## config.mk

```make
export PLATFORM = sky130hd
export DESIGN_NAME = sha1_byte_stream_hasher
export DESIGN_NICKNAME = d
export VERILOG_FILES = /design/src/rtl/sha1_pkg.sv /design/src/rtl/sha1_queue.sv /design/src/rtl/sha1_engine.sv /design/src/rtl/sha1_byte_stream_hasher.sv
export SDC_FILE = /design/constraint.sdc
export NUM_CORES = 2
export LEC_CHECK = 0
export BUFFER_PORTS_ARGS = -buffer_cell sky130_fd_sc_hd__buf_2
export CORE_MARGIN = 8
export CORE_UTILIZATION = 37
export CTS_CLUSTER_DIAMETER = 200
export DETAILED_ROUTE_END_ITERATION = 12
export PLACE_DENSITY = 0.63
export SLEW_MARGIN = 30
export SYNTH_ARGS = -nofsm -noshare
export SYNTH_HDL_FRONTEND = slang
export SYNTH_SLANG_ARGS = --single-unit
```

## constraint.sdc

```tcl
create_clock -name clk -period 7.5 [get_ports clk]
set_clock_uncertainty 0.15 [all_clocks]
set_input_delay 0 -clock clk [delete_from_list [all_inputs] [get_ports clk]]
set_output_delay 0 -clock clk [all_outputs]
set_load 0.01 [all_outputs]
```

## src/rtl/sha1_pkg.sv

```systemverilog
// Shared types, constants and round functions for the SHA-1 byte stream hasher.
// No dependencies.
`default_nettype none
package sha1_pkg;
	localparam logic [31:0] H0 = 32'h67452301;
	localparam logic [31:0] H1 = 32'hEFCDAB89;
	localparam logic [31:0] H2 = 32'h98BADCFE;
	localparam logic [31:0] H3 = 32'h10325476;
	localparam logic [31:0] H4 = 32'hC3D2E1F0;
	localparam logic [7:0] PadByte = 8'h80;
	localparam logic [5:0] LengthPos = 6'd56;

	// One queued word between front and back
	typedef struct packed {
		logic       fin;
		logic [7:0] data;
	} item_t;

	// Round constant by round number
	function automatic logic [31:0] round_k(input logic [6:0] r);
		logic [31:0] k;
		if (r < 7'd20) k = 32'h5A827999;
		else if (r < 7'd40) k = 32'h6ED9EBA1;
		else if (r < 7'd60) k = 32'h8F1BBCDC;
		else k = 32'hCA62C1D6;
		return k;
	endfunction

	// Round boolean function
	function automatic logic [31:0] round_f(input logic [6:0] r, input logic [31:0] b,
		input logic [31:0] c, input logic [31:0] d);
		logic [31:0] f;
		if (r < 7'd20) f = (b & c) | (~b & d);
		else if (r < 7'd40) f = b ^ c ^ d;
		else if (r < 7'd60) f = (b & c) | (b & d) | (c & d);
		else f = b ^ c ^ d;
		return f;
	endfunction
endpackage
`default_nettype wire

```

## src/rtl/sha1_queue.sv

```systemverilog
// Two-entry queue carrying input words from the front port to the hash engine.
// Depends on sha1_pkg.
`default_nettype none
module sha1_queue (
	input  wire                 clk,
	input  wire                 arst_n,
	input  wire                 valid,
	output logic                stall,
	input  wire                 mode,
	input  wire  [7:0]          data_byte,
	output logic                q_valid,
	input  wire                 q_pop,
	output sha1_pkg::item_t     q_item
);
	sha1_pkg::item_t mem_q [2];
	logic wr_ptr_q, rd_ptr_q;
	logic [1:0] count_q;
	logic push;

	assign stall = (count_q == 2'd2);
	assign push = valid & ~stall;
	assign q_valid = (count_q != 2'd0);
	assign q_item = mem_q[rd_ptr_q];

	// Storage
	always_ff @(posedge clk) begin
		if (push) begin
			mem_q[wr_ptr_q] <= '{fin: mode, data: data_byte};
		end
	end

	// Pointers and occupancy
	always_ff @(posedge clk or negedge arst_n) begin
		if (!arst_n) begin
			wr_ptr_q <= 1'b0;
			rd_ptr_q <= 1'b0;
			count_q <= 2'd0;
		end else begin
			if (push) wr_ptr_q <= ~wr_ptr_q;
			if (q_pop) rd_ptr_q <= ~rd_ptr_q;
			count_q <= count_q + {1'b0, push} - {1'b0, q_pop};
		end
	end

	a_no_underflow: assert property (@(posedge clk) disable iff (!arst_n)
		q_pop |-> q_valid) else $error("pop from empty queue");
	a_count_range: assert property (@(posedge clk) disable iff (!arst_n)
		count_q != 2'd3) else $error("queue count out of range");
	a_full_stall: assert property (@(posedge clk) disable iff (!arst_n)
		(count_q == 2'd2) |-> stall) else $error("full queue not stalling");
endmodule
`default_nettype wire

```

## src/rtl/sha1_engine.sv

```systemverilog
// Hash engine: byte buffer, message schedule, one round per cycle, digest output.
// Depends on sha1_pkg.
`default_nettype none
module sha1_engine (
	input  wire                 clk,
	input  wire                 arst_n,
	input  wire                 q_valid,
	output logic                q_pop,
	input  sha1_pkg::item_t     q_item,
	output logic                out_valid,
	input  wire                 out_stall,
	output logic [31:0]         digest_word,
	output logic [2:0]          word_index,
	output logic                last_word
);
	typedef enum logic [5:0] {
		ST_IDLE  = 6'b000001,
		ST_PAD   = 6'b000010,
		ST_LOAD  = 6'b000100,
		ST_ROUND = 6'b001000,
		ST_ADD   = 6'b010000,
		ST_EMIT  = 6'b100000
	} state_t;

	state_t state_q;
	logic [7:0] buf_q [64];
	logic [5:0] fill_q;
	logic [60:0] total_q;
	logic [31:0] h_q [5];
	logic [31:0] a_q, b_q, c_q, d_q, e_q;
	logic [31:0] w_q [16];
	logic [6:0] round_q;
	logic [6:0] load_q;
	logic fin_q;       // message being finished
	logic extra_q;     // another padding block follows
	logic [2:0] idx_q;
	logic [63:0] bits;
	logic [31:0] w_cur, w_new, t_sum;
	logic buf_we;
	logic [5:0] buf_wa;
	logic [7:0] buf_wd;
	logic [7:0] buf_rd_q;

	assign bits = {total_q, 3'b000};
	assign q_pop = q_valid && (state_q == ST_IDLE);

	// Buffer write source: absorbed byte or padding byte
	always_comb begin
		buf_we = 1'b0;
		buf_wa = fill_q;
		buf_wd = q_item.data;
		if (q_pop) begin
			buf_we = 1'b1;
			buf_wd = q_item.fin ? sha1_pkg::PadByte : q_item.data;
		end else if (state_q == ST_PAD) begin
			buf_we = 1'b1;
			if (fill_q >= sha1_pkg::LengthPos && !extra_q)
				buf_wd = bits[8'(7 - (fill_q - sha1_pkg::LengthPos)) * 8 +: 8];
			else
				buf_wd = 8'h00;
		end
	end

	// Block buffer memory, registered read
	always_ff @(posedge clk) begin
		if (buf_we) buf_q[buf_wa] <= buf_wd;
		buf_rd_q <= buf_q[load_q[5:0]];
	end

	// Schedule word for the current round
	assign w_new = {w_q[13] ^ w_q[8] ^ w_q[2] ^ w_q[0]} << 1
		| {31'b0, (w_q[13][31] ^ w_q[8][31] ^ w_q[2][31] ^ w_q[0][31])};
	assign w_cur = (round_q < 7'd16) ? w_q[round_q[3:0]] : w_new;
	assign t_sum = {a_q[26:0], a_q[31:27]} + sha1_pkg::round_f(round_q, b_q, c_q, d_q)
		+ e_q + sha1_pkg::round_k(round_q) + w_cur;

	assign out_valid = (state_q == ST_EMIT);
	assign digest_word = h_q[idx_q];
	assign word_index = idx_q;
	assign last_word = (idx_q == 3'd4);

	// Control and datapath
	always_ff @(posedge clk or negedge arst_n) begin
		if (!arst_n) begin
			state_q <= ST_IDLE;
			fill_q <= '0;
			total_q <= '0;
			h_q[0] <= sha1_pkg::H0;
			h_q[1] <= sha1_pkg::H1;
			h_q[2] <= sha1_pkg::H2;
			h_q[3] <= sha1_pkg::H3;
			h_q[4] <= sha1_pkg::H4;
			a_q <= '0;
			b_q <= '0;
			c_q <= '0;
			d_q <= '0;
			e_q <= '0;
			for (int i = 0; i < 16; i++) w_q[i] <= '0;
			round_q <= '0;
			load_q <= '0;
			fin_q <= 1'b0;
			extra_q <= 1'b0;
			idx_q <= '0;
		end else begin
			unique case (state_q)
				ST_IDLE: begin
					if (q_pop) begin
						fill_q <= fill_q + 6'd1;
						load_q <= '0;
						if (!q_item.fin) begin
							total_q <= total_q + 61'd1;
							if (fill_q == 6'd63) state_q <= ST_LOAD;
						end else begin
							fin_q <= 1'b1;
							extra_q <= (fill_q >= 6'd56);
							if (fill_q == 6'd63) state_q <= ST_LOAD;
							else state_q <= ST_PAD;
						end
					end
				end
				ST_PAD: begin
					fill_q <= fill_q + 6'd1;
					if (fill_q == 6'd63) begin
						load_q <= '0;
						state_q <= ST_LOAD;
					end
				end
				ST_LOAD: begin
					// one read ahead; byte k lands in the cycle after its address
					load_q <= load_q + 7'd1;
					if (load_q != 7'd0) begin
						w_q[15] <= {w_q[15][23:0], buf_rd_q};
						for (int i = 0; i < 15; i++)
							if (load_q[1:0] == 2'd1) w_q[i] <= w_q[i + 1];
					end
					// last byte in; working variables start from the chain
					if (load_q == 7'd64) begin
						a_q <= h_q[0];
						b_q <= h_q[1];
						c_q <= h_q[2];
						d_q <= h_q[3];
						e_q <= h_q[4];
						round_q <= '0;
						state_q <= ST_ROUND;
					end
				end
				ST_ROUND: begin
					if (round_q >= 7'd16) begin
						for (int i = 0; i < 15; i++) w_q[i] <= w_q[i + 1];
						w_q[15] <= w_new;
					end
					e_q <= d_q;
					d_q <= c_q;
					c_q <= {b_q[1:0], b_q[31:2]};
					b_q <= a_q;
					a_q <= t_sum;
					round_q <= round_q + 7'd1;
					if (round_q == 7'd79) state_q <= ST_ADD;
				end
				ST_ADD: begin
					h_q[0] <= h_q[0] + a_q;
					h_q[1] <= h_q[1] + b_q;
					h_q[2] <= h_q[2] + c_q;
					h_q[3] <= h_q[3] + d_q;
					h_q[4] <= h_q[4] + e_q;
					fill_q <= '0;
					if (!fin_q) state_q <= ST_IDLE;
					else if (extra_q) begin
						extra_q <= 1'b0;
						state_q <= ST_PAD;
					end else begin
						idx_q <= '0;
						state_q <= ST_EMIT;
					end
				end
				ST_EMIT: begin
					if (!out_stall) begin
						idx_q <= idx_q + 3'd1;
						if (idx_q == 3'd4) begin
							h_q[0] <= sha1_pkg::H0;
							h_q[1] <= sha1_pkg::H1;
							h_q[2] <= sha1_pkg::H2;
							h_q[3] <= sha1_pkg::H3;
							h_q[4] <= sha1_pkg::H4;
							total_q <= '0;
							fin_q <= 1'b0;
							state_q <= ST_IDLE;
						end
					end
				end
				default: state_q <= ST_IDLE;
			endcase
		end
	end

	a_emit_range: assert property (@(posedge clk) disable iff (!arst_n)
		out_valid |-> idx_q <= 3'd4) else $error("digest index out of range");
	a_no_pop_busy: assert property (@(posedge clk) disable iff (!arst_n)
		(state_q != ST_IDLE) |-> !q_pop) else $error("pop while busy");
	a_round_range: assert property (@(posedge clk) disable iff (!arst_n)
		(state_q == ST_ROUND) |-> round_q < 7'd80) else $error("round overrun");
	a_emit_after_add: assert property (@(posedge clk) disable iff (!arst_n)
		$rose(out_valid) |-> $past(state_q) == ST_ADD) else $error("bad emit entry");
endmodule
`default_nettype wire

```

## src/rtl/sha1_byte_stream_hasher.sv

```systemverilog
// Top level of the SHA-1 byte stream hasher: input queue feeding the hash engine.
// Depends on sha1_pkg, sha1_queue, sha1_engine.
//
// channel  direction  handshake           payload
// in       input      in_valid/in_stall    mode, data_byte
// out      output     out_valid/out_stall  digest_word, word_index, last_word
//
// Each byte goes into the block buffer; a full block is loaded, run through 80 rounds and added.
// Finish pads one byte per cycle to the block end, compresses once or twice,
// then shows five words, one per cycle that out_stall is low.
// The two-entry queue takes up to two words while the engine compresses.
// arst_n clears control state and restores the initial chaining values.
`default_nettype none
module sha1_byte_stream_hasher (
	input  wire         clk,
	input  wire         arst_n,
	input  wire         in_valid,
	output logic        in_stall,
	input  wire         mode,
	input  wire  [7:0]  data_byte,
	output logic        out_valid,
	input  wire         out_stall,
	output logic [31:0] digest_word,
	output logic [2:0]  word_index,
	output logic        last_word
);
	logic q_valid, q_pop;
	sha1_pkg::item_t q_item;

	sha1_queue u_queue (
		.clk, .arst_n, .valid(in_valid), .stall(in_stall), .mode, .data_byte,
		.q_valid, .q_pop, .q_item
	);

	sha1_engine u_engine (
		.clk, .arst_n, .q_valid, .q_pop, .q_item, .out_valid, .out_stall,
		.digest_word, .word_index, .last_word
	);
endmodule
`default_nettype wire

```

After elaboration in Yosys (flattened, before gate mapping)
Memory sizes are Yosys's and may differ from the RTL's. A register that Yosys moved wholly into a read port is not among the register bits.
Cells that the tools add are included.
{ "word_totals": {"regBits": 928, "latchBits": 0, "mem_bits_rw": 530, "rom_bits": 0, "n_memories": 2} }
{ "memory_table": {"columns": ["memory", "words", "width", "read_ports", "rd_clocked_by_memory_dff", "wr", "line_no", "rtl"], "rows": [
  ["u_engine.buf_q", 64, 8, 1, 1, 1, "sha1_engine.sv:26", "logic [7:0] buf_q [64];"],
  ["u_queue.mem_q", 2, 9, 1, 0, 1, "sha1_queue.sv:15", "sha1_pkg::item_t mem_q [2];"]
]} }
{ "classes": {"add_sub_neg": 18, "n_mul": 0, "div": 0, "order_cmp": 8, "n_eq_ne": 25, "shift": 1, "mux": 90, "bitwise_logic": 23, "n_reduce_logical": 22} }
{ "ops": {"columns": ["cell", "n"], "rows": [
  ["2-to-1 mux 512 bit", 2],
  ["one-hot mux 512 bit (2 select lines)", 1],
  ["2-to-1 mux 32 bit", 30],
  ["2-to-1 mux 160 bit", 2],
  ["one-hot mux 160 bit (2 select lines)", 1],
  ["one-hot mux 32 bit (2 select lines)", 5],
  ["adder 32 bit", 9],
  ["2-to-1 mux 61 bit", 4],
  ["bitwise AND 32 bit", 4],
  ["binary-select mux 32 bit (select 4 bit)", 1],
  ["one-hot mux 61 bit (2 select lines)", 1],
  ["binary-select mux 32 bit (select 3 bit)", 1],
  ["bitwise OR 32 bit", 3],
  ["XOR 31 bit", 3],
  ["variable part select 64 x 12 -> 8 bit", 1],
  ["XOR 32 bit", 2],
  ["adder 61 x 1 -> 61 bit, second input constant", 1],
  ["2-to-1 mux 6 bit", 10],
  ["one-hot mux 6 bit (6 select lines)", 1],
  ["2-to-1 mux 8 bit", 4],
  ["inverter 32 bit", 1],
  ["bitwise OR 32 x 1 -> 32 bit", 1],
  ["2-to-1 mux 31 bit", 1],
  ["2-to-1 mux 7 bit", 3],
  ["46 further kinds", 95]
]} }

Longest topological paths before layout
{ "depth": {"word_depth": 11, "ltp_mapped": 27, "depth_no_buf": 25} }

Hierarchy
A second synthesis with hierarchy kept.
{ "hier_totals": {"cells_unflattened": 6027, "hier_area_um2": 76535.9} }
{ "by_module_without_submodules": {"columns": ["mod", "n_inst", "cells_each", "area_each_um2", "seq_area_each_um2"], "rows": [
  ["sha1_engine", 1, 5982, 75655.1, 38758.4],
  ["sha1_queue", 1, 45, 880.8, 640.6]
]} }

Worst setup path after synthesis
Ideal clock, no wire load.
{ "synth_timing": {"kind": "reg2reg", "start": "register u_engine.round_q[0]", "end": "register u_engine.a_q[23]", "arrival_ns": 6.821, "setup_slack_ns": 0.383, "stages_incl_launch_ff": 26, "n_path_buf": 3, "period_less_slack_ns": 7.117, "path_cell_list": "dfrtp_1 clkbuf_1 clkbuf_1 buf_1 mux4_2 mux4_2 nor2_1 a21oi_1 fa_1 inv_1 fa_1 fa_1 inv_1 ha_1 inv_1 fa_1 nor2b_1 o2111ai_1 a21bo_2 a31oi_1 a41oi_1 o21ai_0 a2111oi_0 nor3_1 mux2i_1 a311oi_1"} }
{ "synth_via": {"elab_chain_cells": 9, "word_cells_on_any_way": 20, "classes_between": "add/sub (4); order compare (4); mux (11); bitwise (1)"} }
{ "synth_lines": {"columns": ["item", "line_no", "rtl"], "rows": [
  ["start, declared", "sha1_engine.sv:32", "logic [6:0] round_q;"],
  ["start signal, assigned", "sha1_engine.sv:157", "round_q <= round_q + 7'd1;"],
  ["less-than comparator 7 x 6 -> 1 bit", "sha1_pkg.sv:24, sha1_pkg.sv:35", null],
  ["2-to-1 mux 32 bit", "sha1_pkg.sv:35", "else if (r < 7'd60) f = (b & c) | (b & d) | (c & d);"],
  ["2-to-1 mux 32 bit", "sha1_pkg.sv:34", "else if (r < 7'd40) f = b ^ c ^ d;"],
  ["2-to-1 mux 32 bit", "sha1_pkg.sv:33", "if (r < 7'd20) f = (b & c) | (~b & d);"],
  ["adder 32 bit", "sha1_engine.sv:74", "assign t_sum = {a_q[26:0], a_q[31:27]} + sha1_pkg::round_f(round_q, b_q, c_q, d_q)"],
  ["adder 32 bit (2 in series)", "sha1_engine.sv:75", "+ e_q + sha1_pkg::round_k(round_q) + w_cur;"],
  ["adder 32 bit *", "sha1_engine.sv:75", null],
  ["one-hot mux 32 bit (2 select lines) *", "sha1_engine.sv:105", "unique case (state_q)"],
  ["end signal, assigned", "sha1_engine.sv:138", "a_q <= h_q[0];"],
  ["end signal, assigned", "sha1_engine.sv:156", "a_q <= t_sum;"],
  ["end, declared", "sha1_engine.sv:30", "logic [31:0] a_q, b_q, c_q, d_q, e_q;"]
]} }
Every way passes the cells marked *; elsewhere a longest branch is shown, timed or not. The select of a mux whose other input is x is not followed.
A chain may end at the register's enable or synchronous reset.

Final worst setup path
{ "layout_timing": {"start": "register u_engine.round_q[4]", "end": "register u_engine.a_q[23]"} }
The elaborated chain is that of the path after synthesis.

==> summary.txt <==
STA
  • Max-slew headroom: 0.3444
  • RSZ-0062 raised after global routing: false
  • Setup TNS: 0 ps
  • Final Critical Period: 7132 ps
  • Final setup vio count: 0
  • Final period utilization: 0.9510
  • Worst Tran Pin Value: 983.4 ps
  • Final Hold Fails: 0
  • Fmax: around 140 MHz
  • Final slew viol count: 0

Global route
  • Vias in the first global route: a little over 50,000
  • Pin count of the biggest net entering global routing: between 150 and 200
  • Initial antenna violation count: 3
  • First-pass GRT wire length: approximately 310,000 um
  • Grt ovf: 0
  • Tot GR Track Use: 0.1774

Worst setup path
  • Worst setup EP type: flip-flop
  • Worst path slowest cell: a31oi_1
  • Startpoint types: flip-flop
  • CP Data Required Time: 8000 ps
  • CP Class: reg -> reg
  • Family with the most delay on the worst path: compound AO/OA/AOI/OAI gates
  • Crit path buf inv count: 8
  • CP most frequent cell: inv_1
  • Critical Path Max Stage Delay: between 500 and 600 ps
  • Critical path fanouts, max: 16
  • Critical Path AT: roughly 7600 ps

Routing
  • Overall via count from detail_route: 50,110
  • WL/cell: 22.65 um
  • Initial DRC count: 4,777
  • Vias per cell: about 5.7
  • Final ANT Viol Nets: 0
  • Post-Route WL: 200,600 um
  • Residual DRC: 0
  • First-pass iteration count of the detailed router: 6

Die
  • Die area: approximately 220,000 um2
  • Die width: approximately 470 um
  • Total core area: just over 200,000 um2
  • Starting Density: 0.3708
  • Die Ht: ~470 um
  • Top Ports: 51
  • Core Rows: about 170

Power and ir drop
  • Pwr/cell area: ~220 nW/um2
  • Worst VDD drop: 341.3 uV
  • Static Leak: between 30 and 40 nW

Layout
  • Final net count: 6,393
  • Fill cell count: ~19,000
  • Storage cell area: between 30,000 and 40,000 um2
  • Most common cell after layout, fill and taps aside: dfrtp_1
  • Most frequent cells in the layout: dfrtp_1 (838), nor2_1 (653), edfxtp_1 (530), mux2_2 (483), mux4_2 (371)
  • Area of the multi-input gates: 35,200 um2
  • Area growth from synthesis to layout: 11.85%
  • Share of cells above drive strength 1: 0.2226
  • Layout Cells excl Fill: approximately 8,900

Clocking
  • Max clock buf depth: 3
  • Skew-Pair Late Insertion Delay: 810 ps
  • Clock buffer count from CTS: ~150
  • Clk slew on worst S/H paths: around 60 ps
  • Clock root buffer: clkbuf_16
  • H-tree level count: 4
  • Post-CTS Setup Bufs: 0
  • Clock sinks: 1,466
  • CTS tree: done

Hold path
  • Hold Crit Class: in -> reg

Synthesis
  • Synth area leader: dfrtp_1
  • Synth Net Count: 6,391
  • Primary FF master, synth: dfrtp_1
  • Asr flop ratio synth: 0.6330
  • Sequential share of the synthesized area: 0.5152
  • Register bit total from synthesis: between 1,000 and 1,500
  • Top cells by area, synth: dfrtp_1 (28%), edfxtp_1 (21%), mux4_2 (11%)
  • Share of the synthesized area in the top cell type: 0.2772
  • Syn Inst Count: between 6,000 and 7,000
  • Post-synth EDFFs: 530
  • Synth warn: 0
  • Average size of a mapped cell: between 10 and 15 um2
  • Netlist cell types: 86
  • Mapped cell area: about 76,000 um2

Status
  • Outcome: completed

Placed design
  • DPL Wire Length: roughly 130,000 um
  • Placed cells: approximately 8,500
  • Number of I/O port buffers: 50
  • Placer Congestion: slightly above 0.9

Job
  • Max cap viols: 0
-- registers in the layout, summed over array words and instances (netlist names), 8 cells and up --
| name | cells |
|---|---|
| u_engine.buf_rd_q | 8 |
| u_engine.d_q | 32 |
| u_queue.mem_q | 18 |
| u_engine.w_q | 512 |
| u_engine.total_q | 61 |
| u_engine.a_q | 32 |
| u_engine.e_q | 32 |
| u_engine.b_q | 32 |
| u_engine.h_q | 160 |
| u_engine.buf_q | 512 |
| u_engine.c_q | 32 |
-- metal layers --
| metal | track usage | wire length, um | vias up |
|---|---|---|---|
| met3 | 0.03151 | 13600 | 328 |
| li1 | - | - | 22160 |
| met5 | 0 | 17 | - |
| met1 | 0.2526 | 88690 | 25900 |
| met2 | 0.2767 | 92080 | 1718 |
| met4 | 0.05650 | 6220 | 2 |
-- kinds of logic (layout without fill, tap and decap cells) --
family | after synthesis | after routing | share of synthesized area
simple gates | 1356 | 1356 | 0.07857
fa+ha+maj | 356 | 356 | 0.07042
flops | 1466 | 1466 | 0.5152
compound gates | 1097 | 1097 | 0.08843
buf+inv | 553 | 682 | 0.02750
xor+xnor | 306 | 306 | 0.03505
other cells | 0 | 2 | 0
mux | 888 | 888 | 0.1848
-- path summary, 6_finish.rpt --
check	from	end	slack, ps	cells after the start
worst max-delay path	u_engine.round_q[4]	u_engine.a_q[23]	370	27
worst min-delay path	out_stall	u_engine.word_index[0]	80	5
worst max register to register	u_engine.round_q[4]	u_engine.a_q[23]	370	27
worst min register to register	u_queue.count_q[1]	u_queue.count_q[1]	350	1
max in group asynchronous	arst_n	u_engine.total_q[39]	5430	5
min in group asynchronous	arst_n	u_engine.h_q[67]	350	3
-- cell type report --
class / count / share of cell area
sequential: 1466 / 0.4609
multi-input combinational: 4003 / 0.4115
clock buffer: 219 / 0.05057
tap: 2704 / 0.03955
timing repair buffer: 163 / 0.01597
clock inverter: 62 / 0.01099
inverter: 238 / 0.01044
antenna: 2 / 0.00005851
-- synth_stat cells (52+ instances only) --
cell type	n
nand2_1	329
clkbuf_1	232
dfrtp_1	847
o22ai_1	143
a21o_1	91
fa_1	124
buf_1	71
mux2_2	483
inv_1	237
mux4_2	371
a21oi_1	305
o21ai_0	285
nor2_1	656
xnor2_1	191
edfxtp_1	530
dfstp_2	81
xor2_1	115
ha_1	232
nor2b_1	52
nand3_1	66
-- repair_timing --
item / CTS / global route
endpoints found under the hold margin: 690 / 0
hold buffers: 25 / 0
gates resized for setup: 0 / 1
setup endpoints to repair: 0 / 4
-- where the power goes --
| part | total (W) | internal [W] | leakage, nW | switching, W |
|---|---|---|---|---|
| clock network | 0.00792 | 0.00453 | 2.55 | 0.00339 |
| registers | 0.00930 | 0.00915 | 17.1 | 0.000154 |
| logic | 0.00175 | 0.000415 | 16.3 | 0.00133 |
-- stage by stage --
stage	total power (W)	util	instance area, um2	hold WS [ps]	setup WS, ps
floorplan	0.01038	-	76470	-445.6	382.6
global placement	0.01113	0.3874	79900	-10.67	357.8
detailed placement	0.01121	0.3875	79920	-7.943	258.2
CTS	0.01916	0.4144	85460	8.752	251.8
global route	0.01963	0.4147	85530	83.54	17.78
finish	0.01896	0.4148	85540	77.61	367.5
-- worst reg2reg max path: cells and delay by family, from the launching register on --
kind / cells / cell delay [ps]
AND/OR/NAND/NOR: 4 / 660
flip-flops: 1 / 520
buffers and inverters: 8 / 1280
multiplexers: 1 / 230
adder cells (fa/ha/maj): 5 / 2000
AO/OA/AOI/OAI: 9 / 2170
Power figures use the tool's default switching activity.
